File: src/rtl/albpg_pkg.sv
// ----------------------------------------------------------------------------
// Alarm LED / buzzer pattern generator package
// Request, status and pattern codes, register indexes and the result type.
// ----------------------------------------------------------------------------
package albpg_pkg;

  localparam int unsigned LED_W     = 8;
  localparam int unsigned TIME_W    = 32;
  localparam int unsigned PERIOD_W  = 16;
  localparam int unsigned FADE_W    = 10;
  localparam int unsigned CFG_IDX_W = 3;
  localparam int unsigned CFG_DAT_W = 16;

  // Register indexes
  localparam logic [CFG_IDX_W-1:0] CFG_LED_LEVEL     = 3'd0;
  localparam logic [CFG_IDX_W-1:0] CFG_FADE_STEP     = 3'd1;
  localparam logic [CFG_IDX_W-1:0] CFG_BUZZER_ENABLE = 3'd2;
  localparam logic [CFG_IDX_W-1:0] CFG_PULSE_PERIOD  = 3'd3;
  localparam logic [CFG_IDX_W-1:0] CFG_INTER_ON      = 3'd4;
  localparam logic [CFG_IDX_W-1:0] CFG_INTER_OFF     = 3'd5;

  // Register reset values
  localparam logic [LED_W-1:0]    LED_LEVEL_RST    = 8'd255;
  localparam logic [LED_W-1:0]    FADE_STEP_RST    = 8'd5;
  localparam logic [PERIOD_W-1:0] PULSE_PERIOD_RST = 16'd1000;
  localparam logic [PERIOD_W-1:0] INTER_ON_RST     = 16'd200;
  localparam logic [PERIOD_W-1:0] INTER_OFF_RST    = 16'd800;

  typedef enum logic [1:0] {
    REQ_TICK    = 2'd0,
    REQ_STATUS  = 2'd1,
    REQ_PATTERN = 2'd2,
    REQ_SILENCE = 2'd3
  } req_e;

  typedef enum logic [1:0] {
    ST_NORMAL  = 2'd0,
    ST_DANGER  = 2'd1,
    ST_WARNING = 2'd2,
    ST_UNKNOWN = 2'd3
  } status_e;

  typedef enum logic [1:0] {
    PAT_OFF          = 2'd0,
    PAT_CONTINUOUS   = 2'd1,
    PAT_PULSE        = 2'd2,
    PAT_INTERMITTENT = 2'd3
  } pattern_e;

  typedef struct packed {
    logic [LED_W-1:0] red;
    logic [LED_W-1:0] yellow;
    logic [LED_W-1:0] green;
    logic             buzzer;
    logic             alarm;
    logic [1:0]       status;
  } result_t;

endpackage

File: src/rtl/alarm_led_buzzer_pattern_gen.sv
// ----------------------------------------------------------------------------
// Alarm LED / buzzer pattern generator
// Drives red/yellow/green LED duties and a buzzer from tick, status-update,
// pattern-set and silence requests; one result per request.
// ----------------------------------------------------------------------------
// Usage: every accepted request returns one result holding the LED duties,
// buzzer level, alarm flag and status as they stand after that request. Its
// whole effect is computed from the port payload and the held state in one
// pass, and at the accept edge the state registers load together with the
// output register, or with the skid register when the output entry is
// stalled. One request can be accepted every cycle while in_ready_o is high; a
// two-entry output buffer (output register plus skid register) keeps the input
// side open for one more request while a result waits, so in_ready_o drops
// only when both entries are full. Configuration writes take effect at the
// edge where cfg_we_i is high and are meant for idle periods; writing 0 to
// buzzer_enable also drives the held buzzer level low if no request is accepted.
// Ticks advance the warning fade and evaluate the buzzer pattern against now_ms.
// ----------------------------------------------------------------------------
module alarm_led_buzzer_pattern_gen (
  input  logic        clk_i,
  input  logic        rst_ni,
  // request channel
  input  logic        in_valid_i,
  output logic        in_ready_o,
  input  logic [1:0]  req_type_i,
  input  logic [31:0] now_ms_i,
  input  logic [1:0]  status_code_i,
  input  logic [1:0]  pattern_code_i,
  // configuration write port
  input  logic        cfg_we_i,
  input  logic [2:0]  cfg_idx_i,
  input  logic [15:0] cfg_wdata_i,
  // result channel
  output logic        out_valid_o,
  input  logic        out_ready_i,
  output logic [7:0]  red_level_o,
  output logic [7:0]  yellow_level_o,
  output logic [7:0]  green_level_o,
  output logic        buzzer_on_o,
  output logic        alarm_active_o,
  output logic [1:0]  status_now_o
);

  // Configuration registers
  logic [7:0]  led_level_q;
  logic [7:0]  fade_step_q;
  logic        buzzer_en_q;
  logic [15:0] pulse_period_q;
  logic [15:0] inter_on_q;
  logic [15:0] inter_off_q;

  // Block state
  albpg_pkg::status_e  status_q,  status_d;
  albpg_pkg::pattern_e mode_q,    mode_d;
  logic                alarm_q,   alarm_d;
  logic [31:0]         last_q,    last_d;
  logic                phase_q,   phase_d;
  logic [9:0]          fade_q,    fade_d;
  logic                rising_q,  rising_d;
  logic                pin_q,     pin_d;
  logic [7:0]          red_q,     red_d;
  logic [7:0]          yel_q,     yel_d;
  logic [7:0]          grn_q,     grn_d;

  // Output buffer
  logic                out_valid_q;
  logic                skid_valid_q;
  albpg_pkg::result_t  out_q;
  albpg_pkg::result_t  skid_q;
  albpg_pkg::result_t  res;

  logic in_fire;
  logic out_fire;

  // Refresh and buzzer datapath
  logic               do_refresh;
  logic               do_buzz;
  logic signed [10:0] fade_ext;
  logic signed [10:0] step_ext;
  logic signed [10:0] lvl_ext;
  logic signed [10:0] fade_next;
  logic               rising_next;
  logic [7:0]         yel_sat;
  logic [31:0]        elapsed;
  logic               pulse_due;
  logic               on_due;
  logic               off_due;

  assign in_ready_o = !skid_valid_q;
  assign in_fire    = in_valid_i && in_ready_o;
  assign out_fire   = out_valid_q && out_ready_i;

  // Warning fade: step toward the ceiling, then back toward zero.
  always_comb begin
    fade_ext = $signed({fade_q[9], fade_q});
    step_ext = $signed({3'b000, fade_step_q});
    lvl_ext  = $signed({3'b000, led_level_q});
    if (rising_q) begin
      fade_next   = fade_ext + step_ext;
      rising_next = !(fade_next >= lvl_ext);
    end else begin
      fade_next   = fade_ext - step_ext;
      rising_next = (fade_next <= 11'sd0);
    end
    if (fade_next < 11'sd0) begin
      yel_sat = 8'd0;
    end else if (fade_next > 11'sd255) begin
      yel_sat = 8'd255;
    end else begin
      yel_sat = fade_next[7:0];
    end
  end

  // Buzzer timing: modulo-2^32 elapsed time against each period.
  assign elapsed   = now_ms_i - last_q;
  assign pulse_due = elapsed >= {16'd0, pulse_period_q};
  assign on_due    = elapsed >= {16'd0, inter_on_q};
  assign off_due   = elapsed >= {16'd0, inter_off_q};

  // Next state for the request on the port.
  always_comb begin
    status_d   = status_q;
    mode_d     = mode_q;
    alarm_d    = alarm_q;
    last_d     = last_q;
    phase_d    = phase_q;
    fade_d     = fade_q;
    rising_d   = rising_q;
    pin_d      = pin_q;
    red_d      = red_q;
    yel_d      = yel_q;
    grn_d      = grn_q;
    do_refresh = 1'b0;
    do_buzz    = 1'b0;

    case (albpg_pkg::req_e'(req_type_i))
      albpg_pkg::REQ_TICK: begin
        do_refresh = 1'b1;
        do_buzz    = 1'b1;
      end
      albpg_pkg::REQ_STATUS: begin
        status_d   = albpg_pkg::status_e'(status_code_i);
        do_refresh = 1'b1;
        case (albpg_pkg::status_e'(status_code_i))
          albpg_pkg::ST_DANGER: begin
            mode_d  = albpg_pkg::PAT_CONTINUOUS;
            alarm_d = 1'b1;
          end
          albpg_pkg::ST_WARNING: begin
            mode_d  = albpg_pkg::PAT_PULSE;
            alarm_d = 1'b1;
          end
          default: begin
            mode_d  = albpg_pkg::PAT_OFF;
            alarm_d = 1'b0;
          end
        endcase
      end
      albpg_pkg::REQ_PATTERN: begin
        mode_d = albpg_pkg::pattern_e'(pattern_code_i);
      end
      default: begin
        // silence: blank everything, keep the status
        mode_d  = albpg_pkg::PAT_OFF;
        pin_d   = 1'b0;
        alarm_d = 1'b0;
        red_d   = 8'd0;
        yel_d   = 8'd0;
        grn_d   = 8'd0;
      end
    endcase

    // LED refresh against the status in force after this request
    if (do_refresh) begin
      case (status_d)
        albpg_pkg::ST_NORMAL: begin
          red_d = 8'd0;
          yel_d = 8'd0;
          grn_d = led_level_q;
        end
        albpg_pkg::ST_DANGER: begin
          red_d = led_level_q;
          yel_d = 8'd0;
          grn_d = 8'd0;
        end
        albpg_pkg::ST_WARNING: begin
          fade_d   = fade_next[9:0];
          rising_d = rising_next;
          red_d    = 8'd0;
          yel_d    = yel_sat;
          grn_d    = 8'd0;
        end
        default: begin
          red_d = 8'd0;
          yel_d = 8'd0;
          grn_d = 8'd0;
        end
      endcase
    end

    // Buzzer pattern, ticks only; a tick never changes the mode
    if (do_buzz) begin
      if (!buzzer_en_q) begin
        pin_d = 1'b0;
      end else begin
        case (mode_q)
          albpg_pkg::PAT_CONTINUOUS: begin
            pin_d = 1'b1;
          end
          albpg_pkg::PAT_PULSE: begin
            if (pulse_due) begin
              last_d  = now_ms_i;
              phase_d = !phase_q;
            end
            pin_d = pulse_due ? !phase_q : phase_q;
          end
          albpg_pkg::PAT_INTERMITTENT: begin
            if (!phase_q) begin
              pin_d = !on_due;
              if (on_due) begin
                last_d  = now_ms_i;
                phase_d = 1'b1;
              end
            end else begin
              pin_d = 1'b0;
              if (off_due) begin
                last_d  = now_ms_i;
                phase_d = 1'b0;
              end
            end
          end
          default: begin
            pin_d = 1'b0;
          end
        endcase
      end
    end

    res.red    = red_d;
    res.yellow = yel_d;
    res.green  = grn_d;
    res.buzzer = pin_d;
    res.alarm  = alarm_d;
    res.status = status_d;
  end

  // State and configuration registers
  always_ff @(posedge clk_i or negedge rst_ni) begin
    if (!rst_ni) begin
      led_level_q    <= albpg_pkg::LED_LEVEL_RST;
      fade_step_q    <= albpg_pkg::FADE_STEP_RST;
      buzzer_en_q    <= 1'b1;
      pulse_period_q <= albpg_pkg::PULSE_PERIOD_RST;
      inter_on_q     <= albpg_pkg::INTER_ON_RST;
      inter_off_q    <= albpg_pkg::INTER_OFF_RST;
      status_q       <= albpg_pkg::ST_NORMAL;
      mode_q         <= albpg_pkg::PAT_OFF;
      alarm_q        <= 1'b0;
      last_q         <= '0;
      phase_q        <= 1'b0;
      fade_q         <= '0;
      rising_q       <= 1'b1;
      pin_q          <= 1'b0;
      red_q          <= '0;
      yel_q          <= '0;
      grn_q          <= '0;
    end else begin
      if (in_fire) begin
        status_q <= status_d;
        mode_q   <= mode_d;
        alarm_q  <= alarm_d;
        last_q   <= last_d;
        phase_q  <= phase_d;
        fade_q   <= fade_d;
        rising_q <= rising_d;
        pin_q    <= pin_d;
        red_q    <= red_d;
        yel_q    <= yel_d;
        grn_q    <= grn_d;
      end
      if (cfg_we_i) begin
        case (cfg_idx_i)
          albpg_pkg::CFG_LED_LEVEL:    led_level_q    <= cfg_wdata_i[7:0];
          albpg_pkg::CFG_FADE_STEP:    fade_step_q    <= cfg_wdata_i[7:0];
          albpg_pkg::CFG_BUZZER_ENABLE: begin
            buzzer_en_q <= cfg_wdata_i[0];
            // disabling the buzzer also drops the held level unless a request is accepted
            if (!cfg_wdata_i[0] && !in_fire) begin
              pin_q <= 1'b0;
            end
          end
          albpg_pkg::CFG_PULSE_PERIOD: pulse_period_q <= cfg_wdata_i;
          albpg_pkg::CFG_INTER_ON:     inter_on_q     <= cfg_wdata_i;
          albpg_pkg::CFG_INTER_OFF:    inter_off_q    <= cfg_wdata_i;
          default: ;
        endcase
      end
    end
  end

  // Output buffer: the skid entry fills only when the output entry is stalled.
  always_ff @(posedge clk_i or negedge rst_ni) begin
    if (!rst_ni) begin
      out_valid_q  <= 1'b0;
      skid_valid_q <= 1'b0;
    end else if (skid_valid_q) begin
      if (out_fire) begin
        skid_valid_q <= 1'b0;
      end
    end else if (in_fire) begin
      if (out_valid_q && !out_ready_i) begin
        skid_valid_q <= 1'b1;
      end else begin
        out_valid_q <= 1'b1;
      end
    end else if (out_fire) begin
      out_valid_q <= 1'b0;
    end
  end

  always_ff @(posedge clk_i) begin
    if (skid_valid_q) begin
      if (out_fire) begin
        out_q <= skid_q;
      end
    end else if (in_fire) begin
      if (out_valid_q && !out_ready_i) begin
        skid_q <= res;
      end else begin
        out_q <= res;
      end
    end
  end

  assign out_valid_o    = out_valid_q;
  assign red_level_o    = out_q.red;
  assign yellow_level_o = out_q.yellow;
  assign green_level_o  = out_q.green;
  assign buzzer_on_o    = out_q.buzzer;
  assign alarm_active_o = out_q.alarm;
  assign status_now_o   = out_q.status;

endmodule

File: config.mk
export PLATFORM = sky130hd
export DESIGN_NAME = alarm_led_buzzer_pattern_gen
export DESIGN_NICKNAME = d
export VERILOG_FILES = /design/src/rtl/albpg_pkg.sv /design/src/rtl/alarm_led_buzzer_pattern_gen.sv
export SDC_FILE = /design/constraint.sdc
export NUM_CORES = 1
export LEC_CHECK = 0
export BUFFER_PORTS_ARGS = -buffer_cell sky130_fd_sc_hd__buf_2
export CELL_PAD_IN_SITES_DETAIL_PLACEMENT = 1
export CELL_PAD_IN_SITES_GLOBAL_PLACEMENT = 2
export CORE_ASPECT_RATIO = 1.25
export CORE_UTILIZATION = 43
export DETAILED_ROUTE_END_ITERATION = 7
export GPL_TIMING_DRIVEN = 0
export MAX_ROUTING_LAYER = met4
export PLACE_DENSITY_LB_ADDON = 0.1
export SYNTH_ARGS = -nofsm -noshare
export SYNTH_HDL_FRONTEND = slang
export SYNTH_SLANG_ARGS = --single-unit
File: constraint.sdc
create_clock -name clk_i -period 8 [get_ports clk_i]
set_input_delay 1.2 -clock clk_i [delete_from_list [all_inputs] [get_ports clk_i]]
set_output_delay 1.2 -clock clk_i [all_outputs]
set_load 0.03 [all_outputs]
Word level (Yosys, flattened, before mapping):

Index checks and enable logic that the tools add are counted.

* bits in registers: 197

* add/subtract/negate cells: 3
* $lt $le $gt $ge: 7
* eq/ne operators: 20
* muxes and demuxes: 50
* bitwise logic cells: 2
* reductions and logical operators: 34

Operators with widths (number)
* two-way mux 32 bit: 4
* two-way mux 28 bit: 4
* greater-or-equal comparator 32 x 16 -> 1 bit: 3
* two-way mux 8 bit: 11
* one-hot mux 32 bit (2 select lines): 1
* subtractor 32 bit: 1
* two-way mux 1 bit: 23
* AND reduction 2 bit: 7
* AND reduction 3 bit: 4
* adder 10 x 9 -> 11 bit: 1
* greater-or-equal comparator 11 x 9 -> 1 bit: 1
* greater-than comparator 11 x 9 -> 1 bit, second input constant: 1
* <= comparator 11 x 1 -> 1 bit, second input constant: 1
* < comparator 11 x 1 -> 1 bit, second input constant: 1
* two-way mux 11 bit: 1
* subtractor 10 x 9 -> 11 bit: 1
* equality test 2 bit, second input constant: 5
* equality test 2 x 1 -> 1 bit, second input constant: 4
* logical NOT 1 bit: 7
* AND reduction 7 bit: 1
* equality test 3 x 2 -> 1 bit, second input constant: 2
* equality test 3 bit, second input constant: 2
* != test 2 bit, second input constant: 3
* != test 3 bit, second input constant: 2
* other kinds (15): 25

Logic depth before layout (Yosys ltp):

* word-level depth: 11
* depth in mapped cells: 19
* mapped depth without buffers: 18

Worst setup path after synthesis:

Ideal clock, no wire load.

* path kind: input-to-reg
* start: input port now_ms_i[0]
* end: register last_q[12]
* setup time: 0.128 ns
* arrival time: 4.870 ns
* slack: 3.002 ns
* cell stages on the path: 17
* path through: inv_1 -> ha_1 -> fa_1 -> and2b_1 -> o2111ai_2 -> a21o_1 -> nor2_1 -> nor2_1 -> xnor2_1 -> ha_1 -> a2111oi_0 -> o211ai_1 -> o21a_1 -> o311ai_0 -> a21oi_2 -> buf_6 -> mux2_1

* cells in the longest elaborated chain, start to end: 4

Ends and longest elaborated chain
* from (decl): RTL line alarm_led_buzzer_pattern_gen.sv:26 `input logic [31:0] now_ms_i,`
* subtractor 32 bit (*): RTL line alarm_led_buzzer_pattern_gen.sv:115 `assign elapsed = now_ms_i - last_q;`
* greater-or-equal comparator 32 x 16 -> 1 bit (on tied branches): RTL line alarm_led_buzzer_pattern_gen.sv:118, alarm_led_buzzer_pattern_gen.sv:116, alarm_led_buzzer_pattern_gen.sv:117
* != test 3 bit (no source line) / != test 2 bit (equally long branches)
* AND reduction 7 bit (no source line) (*)
* to (signal assigned): RTL line alarm_led_buzzer_pattern_gen.sv:272 `last_q <= last_d;`
* to (decl): RTL line alarm_led_buzzer_pattern_gen.sv:56 `logic [31:0] last_q, last_d;`

Mark *: on every way between the ends. The rest lies on a longest branch, timed or not.
A chain may end at the register's enable or synchronous reset.

Final worst setup path:

* start: input port now_ms_i[0]
* end: register out_q (netlist bit buzzer_on_o), data pin

* cells in the longest elaborated chain, start to end: 10

Ends and longest elaborated chain
* subtractor 32 bit (*): RTL line alarm_led_buzzer_pattern_gen.sv:115
* greater-or-equal comparator 32 x 16 -> 1 bit: RTL line alarm_led_buzzer_pattern_gen.sv:117 `assign on_due = elapsed >= {16'd0, inter_on_q};`
* logical NOT 1 bit: RTL line alarm_led_buzzer_pattern_gen.sv:219 `pin_d = !on_due;`
* two-way mux 1 bit: RTL line alarm_led_buzzer_pattern_gen.sv:218 `if (!phase_q) begin`
* one-hot mux 1 bit (3 select lines) (*): RTL line alarm_led_buzzer_pattern_gen.sv:206 `case (mode_q)`
* two-way mux 1 bit (*): RTL line alarm_led_buzzer_pattern_gen.sv:203 `if (!buzzer_en_q) begin`
* two-way mux 1 bit (*): RTL line alarm_led_buzzer_pattern_gen.sv:202 `if (do_buzz) begin`
* two-way mux 28 bit (*): RTL line alarm_led_buzzer_pattern_gen.sv:327 `if (out_valid_q && !out_ready_i) begin`
* two-way mux 28 bit (*): RTL line alarm_led_buzzer_pattern_gen.sv:326 `end else if (in_fire) begin`
* two-way mux 28 bit (*): RTL line alarm_led_buzzer_pattern_gen.sv:322 `if (skid_valid_q) begin`
* to (signal assigned): RTL line alarm_led_buzzer_pattern_gen.sv:324 `out_q <= skid_q;`
* to (signal assigned): RTL line alarm_led_buzzer_pattern_gen.sv:330 `out_q <= res;`
* to (decl): RTL line alarm_led_buzzer_pattern_gen.sv:68 `albpg_pkg::result_t out_q;`

Mark *: on every way between the ends. The rest lies on a longest branch, timed or not. The select of a mux whose other input is x is not followed.

==> flow_metrics.env <==
export IMPL_status="finished, final reports clean"
export IMPL_slew_violations=0
export IMPL_cts_root_buffer="clkbuf_16"
export IMPL_vias_per_cell=5.479
export IMPL_synthToLayoutAreaGrowth_pct=12.41
export IMPL_antenna_left=0
export IMPL_rows=69
export IMPL_grt_max_degree=88
export IMPL_rrSetupSlack_ps=2980
export IMPL_core_sq_mm=0.02840
export IMPL_worstHoldEndpoint="yel_q[7]$_DFFE_PN0P_"
export IMPL_synthCells=1243
export IMPL_cts_buffers=17
export IMPL_yosys_area_top_type="dfrtp_1"
export IMPL_grt_usage=0.2386
export IMPL_critPathLaunchType="input port"
export IMPL_seqCellArea_sq_mm=0.005240
export IMPL_irDropWorstVdd_v=0.0001483
export IMPL_synthDistinctLibCells=85
export IMPL_yosysSeqAreaShare=0.4214
export IMPL_ctsResizeCount=0
export IMPL_first_pass_iters=4
export IMPL_grt_setup_unrepaired="no"
export IMPL_swShare=0.4169
export IMPL_syn_num_nets=1417
export IMPL_wl_per_cell_microns=18.75
export IMPL_htreeDepth=4
export IMPL_switchingPower_w=0.001910
export IMPL_rr_worst_depth=15
export IMPL_power_per_cell_area_mw_per_mm2=327.7
export IMPL_synthesis_area_sq_mm=0.01244
export IMPL_cts_sinks=197
export IMPL_period_share=0.6917
export IMPL_vias=9435
export IMPL_multi_input_area_sq_mm=0.006563
export IMPL_maxCapViolations=0
export IMPL_ys_flop_type="dfrtp_1"
export IMPL_pwr_share_clk=0.193
export IMPL_finalSetupTns_ps=0
export IMPL_leakage_nw=6.300
export IMPL_end_kind="register"
export IMPL_slew_headroom=0.1436
export IMPL_postCtsSetupBuffers=0
export IMPL_finalHoldViolCount=0
export IMPL_place_gp_congestion=0.8760
export IMPL_pwr_share_comb=0.479
export IMPL_cp_max_fo=5
export IMPL_p_int_w=0.002671
export IMPL_synth_seq_cells=197
export IMPL_seq_power_share=0.328
export IMPL_antenna_found_initial=1
export IMPL_dp_hpwl_microns=25250
export IMPL_drt_iter0_markers=235
export IMPL_cts_path_max_buffers=2
export IMPL_critPathArrivalTime_ps=5710
export IMPL_hp_class="reg2reg"
export IMPL_async_reset_ff_frac=0.7157
export IMPL_clock_fmax_mhz=180.7
export IMPL_io_buffers=90
export IMPL_finish_net_count=1527
export IMPL_critical_path_required_ps=8170
export IMPL_avgSynthCellArea_sq_um=10.00
export IMPL_ios=92
export IMPL_crit_type="in2reg"
export IMPL_die_area_sq_mm=0.02961
export IMPL_die_height_microns=192.1
export IMPL_overflow=0
export IMPL_setup_viol=0
export IMPL_period_needed_ps=5533
export IMPL_skew_ps=16.29
export IMPL_yosys_top_cells_area="dfrtp_1 24%, edfxtp_1 14%, ha_1 11%"
export IMPL_routed_wl_microns=32290
export IMPL_drc=0
export IMPL_nFillCells=3220
export IMPL_clk_pin_slew_ps=80
export IMPL_clock_latency_ps=450
export IMPL_hold_path_startpoint="yel_q[7]$_DFFE_PN0P_"
export IMPL_tightest_slew_ps=1285
export IMPL_layout_common_cells="162 x nand2_1, 123 x inv_1, 117 x dfrtp_1"
export IMPL_r2r_start="last_q[0]$_DFFE_PN0P_"
export IMPL_grt_first_pass_wirelength_microns=53230
export IMPL_cts_tree="yes"
export IMPL_r2r_end="buzzer_on_o$_DFFE_PP_"
export IMPL_drive_above_1_share=0.1991
export IMPL_synth_top_cell_area_share=0.2354
export IMPL_holdBufCountCts=0
export IMPL_layout_commonest_cell="nand2_1"
export IMPL_initial_utilization=0.4378
export IMPL_dieWidth_microns=154.1
export IMPL_synth_edf_count=56
export IMPL_post_layout_total_power_w=0.004581
export IMPL_fin_util=0.4921
export IMPL_grt_pass1_vias=9865
export IMPL_yosysWarnings=0
export IMPL_hold_depth=2
-- per-layer routing --
layer | share of wire | global-route usage | up-vias
li1 | - | - | 4641
met1 | 0.44 | 0.2779 | 4632
met2 | 0.52 | 0.4283 | 123
met3 | 0.019 | 0.02527 | 39
met4 | 0.025 | 0.07962 | 0
met5 | 0 | - | -
-- power by group through the flow --
stage               sequential [W]  combinational [W]  clock [W]
floorplan                  0.00163            0.00147          0
global placement           0.00151            0.00213          0
detailed placement         0.00152            0.00220          0
CTS                        0.00151            0.00222   0.000910
global route               0.00154            0.00245   0.000940
finish                     0.00150            0.00219   0.000885
-- registers in the layout, summed over array words and instances (netlist names), 10 cells and up --
| register | flops |
|---|---|
| last_q | 32 |
| skid_q | 28 |
| inter_off_q | 16 |
| inter_on_q | 16 |
| pulse_period_q | 16 |
| fade_q | 10 |
-- cells in the mapped netlist (27+ instances only) --
| master | instances |
|---|---|
| edfxtp_1 | 56 |
| clkbuf_1 | 27 |
| inv_1 | 123 |
| a21o_1 | 31 |
| nor2_1 | 54 |
| o21ai_0 | 78 |
| nand2_1 | 162 |
| a21oi_1 | 61 |
| ha_1 | 109 |
| dfrtp_1 | 117 |
| mux2_2 | 59 |
-- critical path, stage by stage --
cell and delay [ps]:
buf_2 90, inv_1 40, ha_1 220, fa_1 420
and2b_1 300, o2111ai_2 190, a21o_1 290, nor2_1 130
nor2_1 60, xnor2_1 390, ha_1 330, a2111oi_0 600
o211ai_1 180, o21a_1 240, or4_4 450, mux2i_1 430
a31oi_1 160
-- layout make-up --
class	instances	share of cell area
diodes	1	0.0001790
well taps	355	0.03178
inverters	123	0.03303
clock inverters	14	0.01190
flip-flops and latches	197	0.3749
multi-input cells	885	0.4695
plain buffers	38	0.01343
clock buffers	18	0.03070
repair buffers	91	0.03464
-- worst max-delay path by stage --
stage,from,to,slack [ps],depth (start not counted)
floorplan,now_ms_i[0],last_q[12]$_DFFE_PN0P_,3000,17
global placement,now_ms_i[0],buzzer_on_o$_DFFE_PP_,2080,17
detailed placement,now_ms_i[0],last_q[22]$_DFFE_PN0P_,2000,18
CTS,now_ms_i[0],buzzer_on_o$_DFFE_PP_,2470,17
global route,now_ms_i[0],last_q[22]$_DFFE_PN0P_,2110,18
finish,now_ms_i[0],buzzer_on_o$_DFFE_PP_,2470,17
-- metrics by stage --
| step | area (sq um) | setup slack [ps] | hold slack, ps | cells |
|---|---|---|---|---|
| 6_report | 13980 | 2467 | 478.5 | 1722 |
| 4_1_cts | 13980 | 2466 | 486.1 | 1721 |
| 3_3_place_gp | 13330 | 2084 | 458.1 | 1688 |
| 2_1_floorplan | 12440 | 3002 | 443.6 | 1243 |
| 5_1_grt | 13980 | 2112 | 504.9 | 1722 |
| 3_5_place_dp | 13380 | 2002 | 469.9 | 1689 |
-- logic make-up after synthesis --
family | Yosys count | synth area share
buffers and inverters | 161 | 0.05222
AOI/OAI and AO/OA | 308 | 0.1676
muxes | 94 | 0.09246
xor gates and xnor gates | 37 | 0.02606
and+or+nand+nor | 334 | 0.1258
adders and majority gates | 112 | 0.1145
DFF | 197 | 0.4214
(Power assumes the default switching activity.)
